--- src/sv/prs_pkg.sv ---
// ----------------------------------------------------------------------------
// prs_pkg
// Shared widths, register codes and types of the run segmenter.
// ----------------------------------------------------------------------------
`default_nettype none

package prs_pkg;

  localparam int MAX_ROWS    = 64;
  localparam int MAX_COLUMNS = 4096;

  localparam int PIX_W    = 64;
  localparam int GROUP_W  = 8;
  localparam int GROUPS   = (MAX_ROWS + GROUP_W - 1) / GROUP_W;
  localparam int PART_W   = $clog2(GROUP_W + 1);
  localparam int BLACK_W  = $clog2(MAX_ROWS + 1);

  localparam int THR_W    = 7;
  localparam int SPAN_W   = 13;
  localparam int ROWS_W   = 7;

  localparam int START_W  = 12;
  localparam int COL_W    = 13;
  localparam int SEGCNT_W = 13;
  localparam logic [SEGCNT_W-1:0] COUNT_CEIL = {SEGCNT_W{1'b1}};
  localparam logic [COL_W-1:0]    COL_LIMIT  = COL_W'(MAX_COLUMNS);

  localparam int MID_DEPTH = 4;

  localparam int ADDR_W = 4;
  localparam logic [1:0] REG_NOISE_THRESHOLD = 2'd0;
  localparam logic [1:0] REG_MIN_SPAN        = 2'd1;
  localparam logic [1:0] REG_ROWS_IN_USE     = 2'd2;

  typedef struct packed {
    logic [THR_W-1:0]  noise_threshold;
    logic [SPAN_W-1:0] min_span;
    logic [ROWS_W-1:0] rows_in_use;
  } cfg_t;

  typedef struct packed {
    logic ink;
    logic last;
  } class_t;

  typedef struct packed {
    logic                found;
    logic [START_W-1:0]  start;
    logic [COL_W-1:0]    seg_end;
    logic [SEGCNT_W-1:0] count;
    logic                done;
    logic                ovf;
  } result_t;

endpackage

`default_nettype wire

--- src/sv/projection_profile_run_segmenter.sv ---
// ----------------------------------------------------------------------------
// projection_profile_run_segmenter
// Projection profile segmentation of a binary image, one column per item.
//
//   channel   direction  handshake            payload
//   columns   in         push / full          column_pixels, frame_last
//   results   out        pop / empty          segment_found .. column_overflow
//   config    in         psel penable pwrite  paddr, pwdata, prdata
//
// One column per cycle sustained while the result side keeps up. A column
// is registered in the popcount front end and written into the column queue,
// then the run tracker handles it and writes its result into the result
// queue; the result ports show the head of that queue.
// Reset is synchronous and empties all queues; no clearing pass is needed.
// A stalled result side fills the two-entry result queue, then the
// four-entry column queue, then raises full.
// ----------------------------------------------------------------------------
`default_nettype none

module projection_profile_run_segmenter import prs_pkg::*; (
  input  wire logic                clk,
  input  wire logic                rst,
  input  wire logic                push,
  output logic                     full,
  input  wire logic [PIX_W-1:0]    column_pixels,
  input  wire logic                frame_last,
  output logic                     empty,
  input  wire logic                pop,
  output logic                     segment_found,
  output logic [START_W-1:0]       segment_start,
  output logic [COL_W-1:0]         segment_end,
  output logic [SEGCNT_W-1:0]      segment_count,
  output logic                     frame_done,
  output logic                     column_overflow,
  input  wire logic                psel,
  input  wire logic                penable,
  input  wire logic                pwrite,
  input  wire logic [ADDR_W-1:0]   paddr,
  input  wire logic [31:0]         pwdata,
  output logic [31:0]              prdata,
  output logic                     pready
);

  cfg_t    cfg;
  logic    cfg_wr;
  logic    mid_full;
  logic    mid_push;
  class_t  mid_data;
  class_t  mid_head;
  logic    mid_empty;
  logic    mid_pop;
  result_t result;

  assign pready = 1'b1;
  assign cfg_wr = psel && penable && pwrite;

  always_ff @(posedge clk) begin
    if (rst) begin
      cfg.noise_threshold <= THR_W'(1);
      cfg.min_span        <= SPAN_W'(3);
      cfg.rows_in_use     <= ROWS_W'(MAX_ROWS);
    end else if (cfg_wr) begin
      case (paddr[3:2])
        REG_NOISE_THRESHOLD: cfg.noise_threshold <= pwdata[THR_W-1:0];
        REG_MIN_SPAN:        cfg.min_span        <= pwdata[SPAN_W-1:0];
        REG_ROWS_IN_USE:     cfg.rows_in_use     <= pwdata[ROWS_W-1:0];
        default: ;
      endcase
    end
  end

  always_comb begin
    unique case (paddr[3:2])
      REG_NOISE_THRESHOLD: prdata = {{(32-THR_W){1'b0}}, cfg.noise_threshold};
      REG_MIN_SPAN:        prdata = {{(32-SPAN_W){1'b0}}, cfg.min_span};
      REG_ROWS_IN_USE:     prdata = {{(32-ROWS_W){1'b0}}, cfg.rows_in_use};
      default:             prdata = '0;
    endcase
  end

  prs_front u_front (
    .clk           (clk),
    .rst           (rst),
    .push          (push),
    .full          (full),
    .column_pixels (column_pixels),
    .frame_last    (frame_last),
    .cfg           (cfg),
    .mid_full      (mid_full),
    .mid_push      (mid_push),
    .mid_data      (mid_data)
  );

  prs_queue u_queue (
    .clk     (clk),
    .rst     (rst),
    .wr_en   (mid_push),
    .wr_data (mid_data),
    .full    (mid_full),
    .rd_en   (mid_pop),
    .rd_data (mid_head),
    .empty   (mid_empty)
  );

  prs_back u_back (
    .clk        (clk),
    .rst        (rst),
    .head       (mid_head),
    .head_valid (!mid_empty),
    .head_pop   (mid_pop),
    .min_span   (cfg.min_span),
    .empty      (empty),
    .pop        (pop),
    .result     (result)
  );

  assign segment_found   = result.found;
  assign segment_start   = result.start;
  assign segment_end     = result.seg_end;
  assign segment_count   = result.count;
  assign frame_done      = result.done;
  assign column_overflow = result.ovf;

endmodule

`default_nettype wire

--- src/sv/prs_front.sv ---
// ----------------------------------------------------------------------------
// prs_front
// Counts black pixels of a column in two steps and classifies it as ink.
// ----------------------------------------------------------------------------
`default_nettype none

module prs_front import prs_pkg::*; (
  input  wire logic             clk,
  input  wire logic             rst,
  input  wire logic             push,
  output logic                  full,
  input  wire logic [PIX_W-1:0] column_pixels,
  input  wire logic             frame_last,
  input  wire cfg_t             cfg,
  input  wire logic             mid_full,
  output logic                  mid_push,
  output class_t                mid_data
);

  logic                  s1_valid;
  logic                  s1_last;
  logic [PART_W-1:0]     s1_part [GROUPS];
  logic [PART_W-1:0]     part [GROUPS];
  logic [ROWS_W-1:0]     rows_eff;
  logic [BLACK_W-1:0]    black;
  logic                  accept;

  localparam logic [ROWS_W-1:0] ROWS_LIMIT = ROWS_W'(MAX_ROWS);

  assign rows_eff = (cfg.rows_in_use > ROWS_LIMIT) ? ROWS_LIMIT : cfg.rows_in_use;

  // per-group black counts over the rows in use
  always_comb begin
    for (int g = 0; g < GROUPS; g++) begin
      part[g] = '0;
      for (int j = 0; j < GROUP_W; j++) begin
        if ((g * GROUP_W + j) < MAX_ROWS) begin
          if (ROWS_W'(g * GROUP_W + j) < rows_eff && !column_pixels[g * GROUP_W + j]) begin
            part[g] = part[g] + PART_W'(1);
          end
        end
      end
    end
  end

  always_comb begin
    black = '0;
    for (int g = 0; g < GROUPS; g++) begin
      black = black + BLACK_W'(s1_part[g]);
    end
  end

  assign mid_push      = s1_valid && !mid_full;
  assign full          = s1_valid && mid_full;
  assign accept        = push && !full;
  assign mid_data.ink  = ({1'b0, black} > {1'b0, cfg.noise_threshold});
  assign mid_data.last = s1_last;

  always_ff @(posedge clk) begin
    if (rst) begin
      s1_valid <= 1'b0;
    end else if (accept) begin
      s1_valid <= 1'b1;
    end else if (mid_push) begin
      s1_valid <= 1'b0;
    end
  end

  always_ff @(posedge clk) begin
    if (accept) begin
      s1_part <= part;
      s1_last <= frame_last;
    end
  end

endmodule

`default_nettype wire

--- src/sv/prs_queue.sv ---
// ----------------------------------------------------------------------------
// prs_queue
// Short queue of classified columns between the front and the back.
// ----------------------------------------------------------------------------
`default_nettype none

module prs_queue import prs_pkg::*; (
  input  wire logic   clk,
  input  wire logic   rst,
  input  wire logic   wr_en,
  input  wire class_t wr_data,
  output logic        full,
  input  wire logic   rd_en,
  output class_t      rd_data,
  output logic        empty
);

  localparam int PTR_W = $clog2(MID_DEPTH);
  localparam int CNT_W = $clog2(MID_DEPTH + 1);

  class_t             mem [MID_DEPTH];
  logic [PTR_W-1:0]   wr_ptr;
  logic [PTR_W-1:0]   rd_ptr;
  logic [CNT_W-1:0]   count;
  logic               do_wr;
  logic               do_rd;

  assign full    = (count == CNT_W'(MID_DEPTH));
  assign empty   = (count == '0);
  assign do_wr   = wr_en && !full;
  assign do_rd   = rd_en && !empty;
  assign rd_data = mem[rd_ptr];

  always_ff @(posedge clk) begin
    if (rst) begin
      wr_ptr <= '0;
      rd_ptr <= '0;
      count  <= '0;
    end else begin
      if (do_wr) begin
        wr_ptr <= (wr_ptr == PTR_W'(MID_DEPTH - 1)) ? '0 : wr_ptr + PTR_W'(1);
      end
      if (do_rd) begin
        rd_ptr <= (rd_ptr == PTR_W'(MID_DEPTH - 1)) ? '0 : rd_ptr + PTR_W'(1);
      end
      if (do_wr && !do_rd) begin
        count <= count + CNT_W'(1);
      end else if (do_rd && !do_wr) begin
        count <= count - CNT_W'(1);
      end
    end
  end

  always_ff @(posedge clk) begin
    if (do_wr) begin
      mem[wr_ptr] <= wr_data;
    end
  end

endmodule

`default_nettype wire

--- src/sv/prs_back.sv ---
// ----------------------------------------------------------------------------
// prs_back
// Tracks ink runs across columns and queues the segment results.
// ----------------------------------------------------------------------------
`default_nettype none

module prs_back import prs_pkg::*; (
  input  wire logic                clk,
  input  wire logic                rst,
  input  wire class_t              head,
  input  wire logic                head_valid,
  output logic                     head_pop,
  input  wire logic [SPAN_W-1:0]   min_span,
  output logic                     empty,
  input  wire logic                pop,
  output result_t                  result
);

  logic [COL_W-1:0]    column_index;
  logic                in_run;
  logic [START_W-1:0]  run_start;
  logic [SEGCNT_W-1:0] found_count;
  logic                overflowed;

  logic                over;
  logic                ink;
  logic                closed;
  logic [START_W-1:0]  seg_start;
  logic [COL_W-1:0]    seg_end;
  logic [COL_W-1:0]    seg_len;
  logic                found;
  logic [SEGCNT_W-1:0] found_count_next;
  logic                overflowed_next;
  logic                emit;
  result_t             res;

  result_t             oq [2];
  logic                oq_wr;
  logic                oq_rd;
  logic [1:0]          oq_count;
  logic                oq_full;
  logic                oq_push;
  logic                oq_pop;

  assign oq_full  = (oq_count == 2'd2);
  assign head_pop = head_valid && !oq_full;

  // columns past the limit count as white at the limit index
  assign over      = (column_index >= COL_LIMIT);
  assign ink       = head.ink && !over;
  assign seg_start = (ink && !in_run) ? column_index[START_W-1:0] : run_start;
  assign seg_end   = ink ? column_index + COL_W'(1) : column_index;
  assign closed    = (ink && head.last) || (!ink && in_run);
  assign seg_len   = seg_end - {{(COL_W-START_W){1'b0}}, seg_start};
  assign found     = closed && (seg_len > min_span);
  assign found_count_next = (found && found_count < COUNT_CEIL) ?
                            found_count + SEGCNT_W'(1) : found_count;
  assign overflowed_next  = overflowed || over;
  assign emit = found || head.last;

  always_comb begin
    res.found   = found;
    res.start   = found ? seg_start : '0;
    res.seg_end = found ? seg_end : '0;
    res.count   = found_count_next;
    res.done    = head.last;
    res.ovf     = overflowed_next;
  end

  always_ff @(posedge clk) begin
    if (rst) begin
      column_index <= '0;
      in_run       <= 1'b0;
      run_start    <= '0;
      found_count  <= '0;
      overflowed   <= 1'b0;
    end else if (head_pop) begin
      if (head.last) begin
        column_index <= '0;
        in_run       <= 1'b0;
        run_start    <= '0;
        found_count  <= '0;
        overflowed   <= 1'b0;
      end else begin
        if (!over) begin
          column_index <= column_index + COL_W'(1);
        end
        in_run      <= closed ? 1'b0 : (ink || in_run);
        run_start   <= seg_start;
        found_count <= found_count_next;
        overflowed  <= overflowed_next;
      end
    end
  end

  // two-entry result queue
  assign oq_push = head_pop && emit;
  assign oq_pop  = pop && !empty;
  assign empty   = (oq_count == 2'd0);
  assign result  = oq[oq_rd];

  always_ff @(posedge clk) begin
    if (rst) begin
      oq_wr    <= 1'b0;
      oq_rd    <= 1'b0;
      oq_count <= 2'd0;
    end else begin
      if (oq_push) begin
        oq_wr <= !oq_wr;
      end
      if (oq_pop) begin
        oq_rd <= !oq_rd;
      end
      if (oq_push && !oq_pop) begin
        oq_count <= oq_count + 2'd1;
      end else if (oq_pop && !oq_push) begin
        oq_count <= oq_count - 2'd1;
      end
    end
  end

  always_ff @(posedge clk) begin
    if (oq_push) begin
      oq[oq_wr] <= res;
    end
  end

endmodule

`default_nettype wire

--- config.mk ---
export PLATFORM = sky130hd
export DESIGN_NAME = projection_profile_run_segmenter
export DESIGN_NICKNAME = d
export VERILOG_FILES = /design/src/sv/prs_pkg.sv /design/src/sv/projection_profile_run_segmenter.sv /design/src/sv/prs_front.sv /design/src/sv/prs_queue.sv /design/src/sv/prs_back.sv
export SDC_FILE = /design/constraint.sdc
export NUM_CORES = 1
export LEC_CHECK = 0
export BUFFER_PORTS_ARGS = -buffer_cell sky130_fd_sc_hd__buf_2
export CORE_ASPECT_RATIO = 0.75
export CORE_MARGIN = 5
export CORE_UTILIZATION = 60
export DETAILED_ROUTE_END_ITERATION = 8
export PLACE_DENSITY = 0.85
export SKIP_LAST_GASP = 1
export SLEW_MARGIN = 20
export SYNTH_ARGS = -nofsm -noshare
export SYNTH_HDL_FRONTEND = slang
export SYNTH_SLANG_ARGS = --single-unit
--- constraint.sdc ---
create_clock -name clk -period 9.4 [get_ports clk]
set_clock_uncertainty 0.05 [all_clocks]
set_input_delay 0 -clock clk [delete_from_list [all_inputs] [get_ports clk]]
set_output_delay 0 -clock clk [all_outputs]
set_load 0.02 [all_outputs]
Word-level counts from Yosys, hierarchy flattened

Memory sizes are Yosys's and may differ from the RTL's. A register that Yosys moved wholly into a read port is not among the register bits.
Cells that the tools add are included.

Output and inout bits: 76
Input bits: 108
Memories: 2
Memory bits (writable): 90
Logic and storage cells: 444
Register bits: 112

Memories:

| memory      | words | width | read ports | clocked after memory_dff | wr ports | RTL line        | text |
|---|---|---|---|---|---|---|---|
| u_back.oq   | 2     | 41    | 1          | 1                        | 1        | prs_back.sv:37  | `result_t oq [2];` |
| u_queue.mem | 4     | 2     | 1          | 1                        | 1        | prs_queue.sv:21 | `class_t mem [MID_DEPTH];` |

Magnitude comparators: 69
Multiplexer cells: 94
Equality and inequality tests: 7
Add/subtract/negate cells: 72
Reduce and logical (&&, ||, !) cells: 176

Operators with widths:

| operator                                                                     | count |
|---|---|
| 6-bit by 7-bit less-than comparator with 1-bit output (first input constant) | 32 |
| 4-bit 2-to-1 mux                                                             | 56 |
| 4-bit by 1-bit adder with 4-bit output (second input constant)               | 48 |
| 5-bit by 7-bit less-than comparator with 1-bit output (first input constant) | 16 |
| 1-bit logical AND                                                            | 84 |
| 1-bit zero test                                                              | 78 |
| 13-bit 2-to-1 mux                                                            | 6 |
| 4-bit by 7-bit less-than comparator with 1-bit output (first input constant) | 8 |
| 7-bit by 4-bit adder with 7-bit output                                       | 6 |
| 13-bit case mux with 3 select lines                                          | 1 |
| 12-bit 2-to-1 mux                                                            | 3 |
| 3-bit by 7-bit less-than comparator with 1-bit output (first input constant) | 4 |
| 13-bit by 1-bit adder with 13-bit output (second input constant)             | 2 |
| 1-bit 2-to-1 mux                                                             | 19 |
| 1-bit by 1-bit adder with 2-bit output (second input constant)               | 8 |
| 1-bit by 7-bit less-than comparator with 1-bit output (first input constant) | 2 |
| 2-bit by 7-bit less-than comparator with 1-bit output (first input constant) | 2 |
| 13-bit >= comparator (second input constant)                                 | 1 |
| 13-bit greater-than comparator                                               | 1 |
| 13-bit less-than comparator (second input constant)                          | 1 |
| 13-bit by 12-bit subtractor with 13-bit output                               | 1 |
| 2-bit 2-to-1 mux                                                             | 6 |
| 2-bit equality test (second input constant)                                  | 4 |
| 2-bit AND reduction                                                          | 4 |
| 16 further kinds                                                             | 25 |

Logic depth before layout (Yosys ltp)

Depth after elaboration: 19
Depth in mapped cells: 29

Hierarchy

A second synthesis with hierarchy kept.

Cell total of the unflattened synthesis: 1827
Area, all modules: 17076.4 sq um

By module, submodules not included:

| module                           | seq. area each (sq um) | times used | cells an instance | area an instance (sq um) |
|---|---|---|---|---|
| prs_front                        | 1011.0                 | 1          | 967               | 8012.7 |
| prs_back                         | 3363.2                 | 1          | 637               | 6750.2 |
| projection_profile_run_segmenter | 540.5                  | 1          | 163               | 1525.2 |
| prs_queue                        | 420.4                  | 1          | 60                | 788.3 |

Worst setup path before layout

Ideal clock, no wire load.

Kind: flip-flop to flip-flop
Start point: register u_back.column_index[12]
End point: memory u_back.oq[0][0] (netlist bit) (enable)
Arrival: 6.828 ns
Buffers on the path: 4
Slack: 2.078 ns
Cell stages (with the launch flop): 25
Clock period less this slack: 7.322 ns
Cell sequence: dfxtp_1 > clkbuf_1 > or2_2 > o22a_1 > buf_2 > nor2_1 > mux2i_1 > ha_1 > o21ai_0 > mux2i_1 > a2111oi_0 > o31ai_1 > a31oi_1 > o21bai_1 > a21oi_1 > xnor2_1 > ha_1 > nand4_1 > nor2_1 > a41o_1 > a21o_1 > clkbuf_1 > clkbuf_1 > a21oi_1 > nor2b_1

Word-level cells in the longest chain between the ends: 12

RTL lines:

| item                                           | RTL line        | text |
|---|---|---|
| from (decl)                                    | prs_back.sv:19  | `logic [COL_W-1:0] column_index;` |
| from (signal assigned)                         | prs_back.sv:86  | `column_index <= column_index + COL_W'(1);` |
| 13-bit >= comparator                           | prs_back.sv:49  | `assign over = (column_index >= COL_LIMIT);` |
| 1-bit zero test                                | prs_back.sv:50  | `assign ink = head.ink && !over;` |
| 1-bit logical AND                              | prs_back.sv:50  |  |
| 1-bit logical AND                              | prs_back.sv:51  | `assign seg_start = (ink && !in_run) ? column_index[START_W-1:0] : run_start;` |
| 12-bit 2-to-1 mux                              | prs_back.sv:51  |  |
| 13-bit by 12-bit subtractor with 13-bit output | prs_back.sv:54  | `assign seg_len = seg_end - {{(COL_W-START_W){1'b0}}, seg_start};` |
| 13-bit greater-than comparator                 | prs_back.sv:55  | `assign found = closed && (seg_len > min_span);` |
| 1-bit logical AND (*)                          | prs_back.sv:55  |  |
| 1-bit logical OR (*)                           | prs_back.sv:59  | `assign emit = found \|\| head.last;` |
| 1-bit logical AND (*)                          | prs_back.sv:97  | `assign oq_push = head_pop && emit;` |
| net u_back.oq_push                             | prs_back.sv:42  | `logic oq_push;` |
| 1-bit 2-to-1 mux (*)                           | prs_back.sv:123 | `if (oq_push) begin` |
| 1-bit 2-to-1 mux (not written as such) (*)     | prs_back.sv:124 | `oq[oq_wr] <= res;` |
| to (decl)                                      | prs_back.sv:37  |  |

Mark *: on every way through the listed nets, which the timed path passes. The rest lies on a longest branch.

==> flow_summary_export.csv <==
group,metric,value,unit
status,status,"finished clean",
timing,hold_violations,0,
cts,clock_latency,0.49,ns
logic_synthesis,synth_edf_count,123,
die,start_util,60.88,%
logic_synthesis,synth_flop_cell,"edfxtp_1",
cts,cts_root_buf,"clkbuf_16",
cts,cts_buffer_depth,3,
cells_and_area,fillCellCount,1893,
route,vias,12500,
timing,fin_crit_sh,76.17,%
die,num_rows,50,
die,core_region_area,0.02490,mm²
setup_path,cp-end-kind,"register",
logic_synthesis,syn_area,0.01516,mm²
grt,grt_max_degree,79,
logic_synthesis,synth_seq_area_share,35.19,%
route,dr_wl_met3,3109,µm
logic_synthesis,yosys_register_bits,205,
timing,grt_setup_unrepaired,"no",
logic_synthesis,avgSynthCellArea,9.387,µm²
cts,clock_sinks,205,
logic_synthesis,yosys.area.top_type,"edfxtp_1",
logic_synthesis,synthCells,1615,
route,top_layer,"met4",
route,drc,0,
cells_and_area,layout-drive-gt1-share,16.17,%
timing,final.setup.worst_slack,2.240,ns
route,ant_nets,0,
cts,cts_tree,"done",
route,drt-total-wl,37490,µm
grt,grt_antenna_before_repair,1,
cts,cts_setup_buffers,0,
logic_synthesis,synth_compound_area_share,13.65,%
worst_hold_path,holdCritPathClass,"input pin to register",
grt,grt_pass1_vias,12350,
timing,report.final.setup_viol,0,
logic_synthesis,ys_warn_count,0,
die,dieWidth,193.5,µm
setup_path,cp_max_fo,41,
logic_synthesis,synth_xor_area_share,9.888,%
placed_design,dp_hpwl,27810,µm
placed_design,numPortBuffers,142,
logic_synthesis,synth_mux_area_share,8.014,%
logic_synthesis,synth_top_family_by_area,"simple AND/OR/NAND/NOR gates",
logic_synthesis,synthArstFlopShare,0,%
grt,grt_pass1_wl,60780,µm
worst_hold_path,hold_start,"column_pixels[38]",
timing,drv_slew,0,
grt,overflow,0,
timing,tightest_slew,1.051,ns
die,dieArea,0.02858,mm²
route,drt-met1-wl,16300,µm
logic_synthesis,synthTopCellsByCount,"144 x nand2_1, 134 x nor2_1, 123 x edfxtp_1",
timing,setup_tns,0,ns
logic_synthesis,synth.most_common_cell,"nand2_1",
setup_path,required,9.45,ns
route,firstDrtPassIters,7,
route,dr.first_iter.drc_count,1092,
setup_path,cp-start-kind,"register",
die,die_y,147.7,µm
placed_design,place_area,0.01607,mm²
logic_synthesis,synth_adder_area_share,11.97,%
route,post_drt_via_cell_ratio,5.950,
timing,slew_headroom,29.91,%
logic_synthesis,synthTopCellsByArea,"edfxtp_1 24%, dfxtp_1 11%, ha_1 9.3%",
die,io-pin-count,184,
grt,groute.usage.overall,25.23,%
logic_synthesis,synth_top_area_share,24.36,%
cells_and_area,area_delta_synth_final,12.16,%
pwr,ir_worst_vdd,0.5921,mV
route,detail_route.wl_per_cell,17.84,µm
cts,cts.clk_slew.worst_paths,0.06,ns
cells_and_area,nets,1989,
route,route.met2.wl,17140,µm
placed_design,gp_congestion,0.9445,
run,maxCapViolCount,0,
cts,cts_buffers,20,
placed_design,dp_worst_setup_slack,2.412,ns
cells_and_area,seqCellArea,0.005336,mm²
pwr,p_leak,7.105,nW
cells_and_area,design_area,0.01700,mm²
cts,cts_resized,0,
setup_path,crit_type,"register to register",
timing,finalWorstPathRequiredPeriod,7.160,ns
logic_synthesis,synth_cell_types,85,
setup_path,cp_data_arrival_time,7.21,ns
cts,cts.hold.buffers_added,24,
timing,fmax,139.7,MHz
logic_synthesis,synth-simple-area-share,15.56,%
cts,htree_levels,1,
cells_and_area,multi_input_area,0.009047,mm²
pwr,power_density,410.6,mW/mm²
## stage by stage
stage	cells	power [mW]	util, %	hold slack, ns
3_3_place_gp	2040	5.781	64.52	0.1302
6_report	2101	6.982	68.29	0.01717
4_1_cts	2100	6.997	68.28	0.003161
5_1_grt	2101	7.700	68.29	0.04046
2_1_floorplan	1633	5.016	-	0.04887
3_5_place_dp	2040	6.050	64.52	0.1349
## flip-flops by register name (all words and copies together) (netlist names), named ones only
register,count
u_back.oq,82
u_front.s1_part,32
cfg,27
u_back.column_index,13
u_back.found_count,13
u_back.run_start,12
u_queue.mem,8
u_queue.count,3
u_back.oq_count,2
u_queue.rd_ptr,2
u_queue.wr_ptr,2
u_back.in_run,1
u_back.oq_rd,1
u_back.oq_wr,1
u_back.overflowed,1
u_front.s1_last,1
u_front.s1_valid,1
## worst paths after layout
| kind | to | slack (ns) | cells after the start |
|---|---|---|---|
| hold reg to reg | cfg[9] | 0.42 | 2 |
| setup reg to reg | u_back.oq[1][37] | 2.24 | 23 |
| setup / recovery | u_back.oq[1][37] | 2.24 | 23 |
| hold / removal | u_front.s1_part[14] | 0.02 | 5 |
## where the power goes
group	switching, mW	total (mW)	internal (mW)
registers	0.112	1.49	1.38
clock network	0.331	0.837	0.506
logic	2.64	4.65	2.01
## per-layer routing
metal  track usage, %  vias up
met1            33.80     5939
met3            5.764       80
met5                0        -
li1                 -     5962
met2            41.58      521
met4            6.971        0
## layout make-up
class / instances / share of cell area (%)
multi-input cells: 1225 / 53.21
flip-flops and latches: 205 / 31.39
repair buffers: 182 / 6.299
clock buffers: 31 / 3.613
inverters: 114 / 2.517
well taps: 338 / 2.487
clock inverters: 5 / 0.4710
diodes: 1 / 0.01472
## critical path, cell delays in order, from the launching register on
cell and delay (ns):
dfxtp_1 0.41, mux2i_1 0.38, o22a_1 0.49, nor2_1 0.10, buf_4 0.24, mux2_2 0.29
ha_1 0.24, a21oi_1 0.07, o221ai_1 0.20, mux2i_1 0.12, a2111oi_0 0.74, o31ai_1 0.25
a31oi_1 0.30, o21bai_1 0.11, a21oi_1 0.18, xnor2_1 0.14, ha_1 0.26, nand4_1 0.14
nor2_1 0.09, a41o_1 0.23, a21o_1 0.15, buf_4 0.23, a21oi_1 0.38, and2_2 0.94
## logic make-up after synthesis
family | after synthesis
buffers and inverters | 203
multiplexers | 112
AO/OA/AOI/OAI | 322
other | 2
XOR/XNOR | 152
adder cells (fa/ha/maj) | 133
flip-flops | 205
AND/OR/NAND/NOR | 486
## placed cells by master (no fill, tap or decap), drive strengths merged, types with 20 or more instances in the layout
cell	instances
dlygate4sd3	24
ha	113
a21oi	113
nand2	144
o21ai	67
nor3	22
nand3	32
edfxtp	123
mux2i	46
a21o	21
and2	27
dfxtp	82
buf	158
conb	20
mux2	65
clkbuf	31
nor2	134
xnor2	88
fa	20
inv	111
xor2	55
Note: power is estimated with default switching activity, not from simulation.
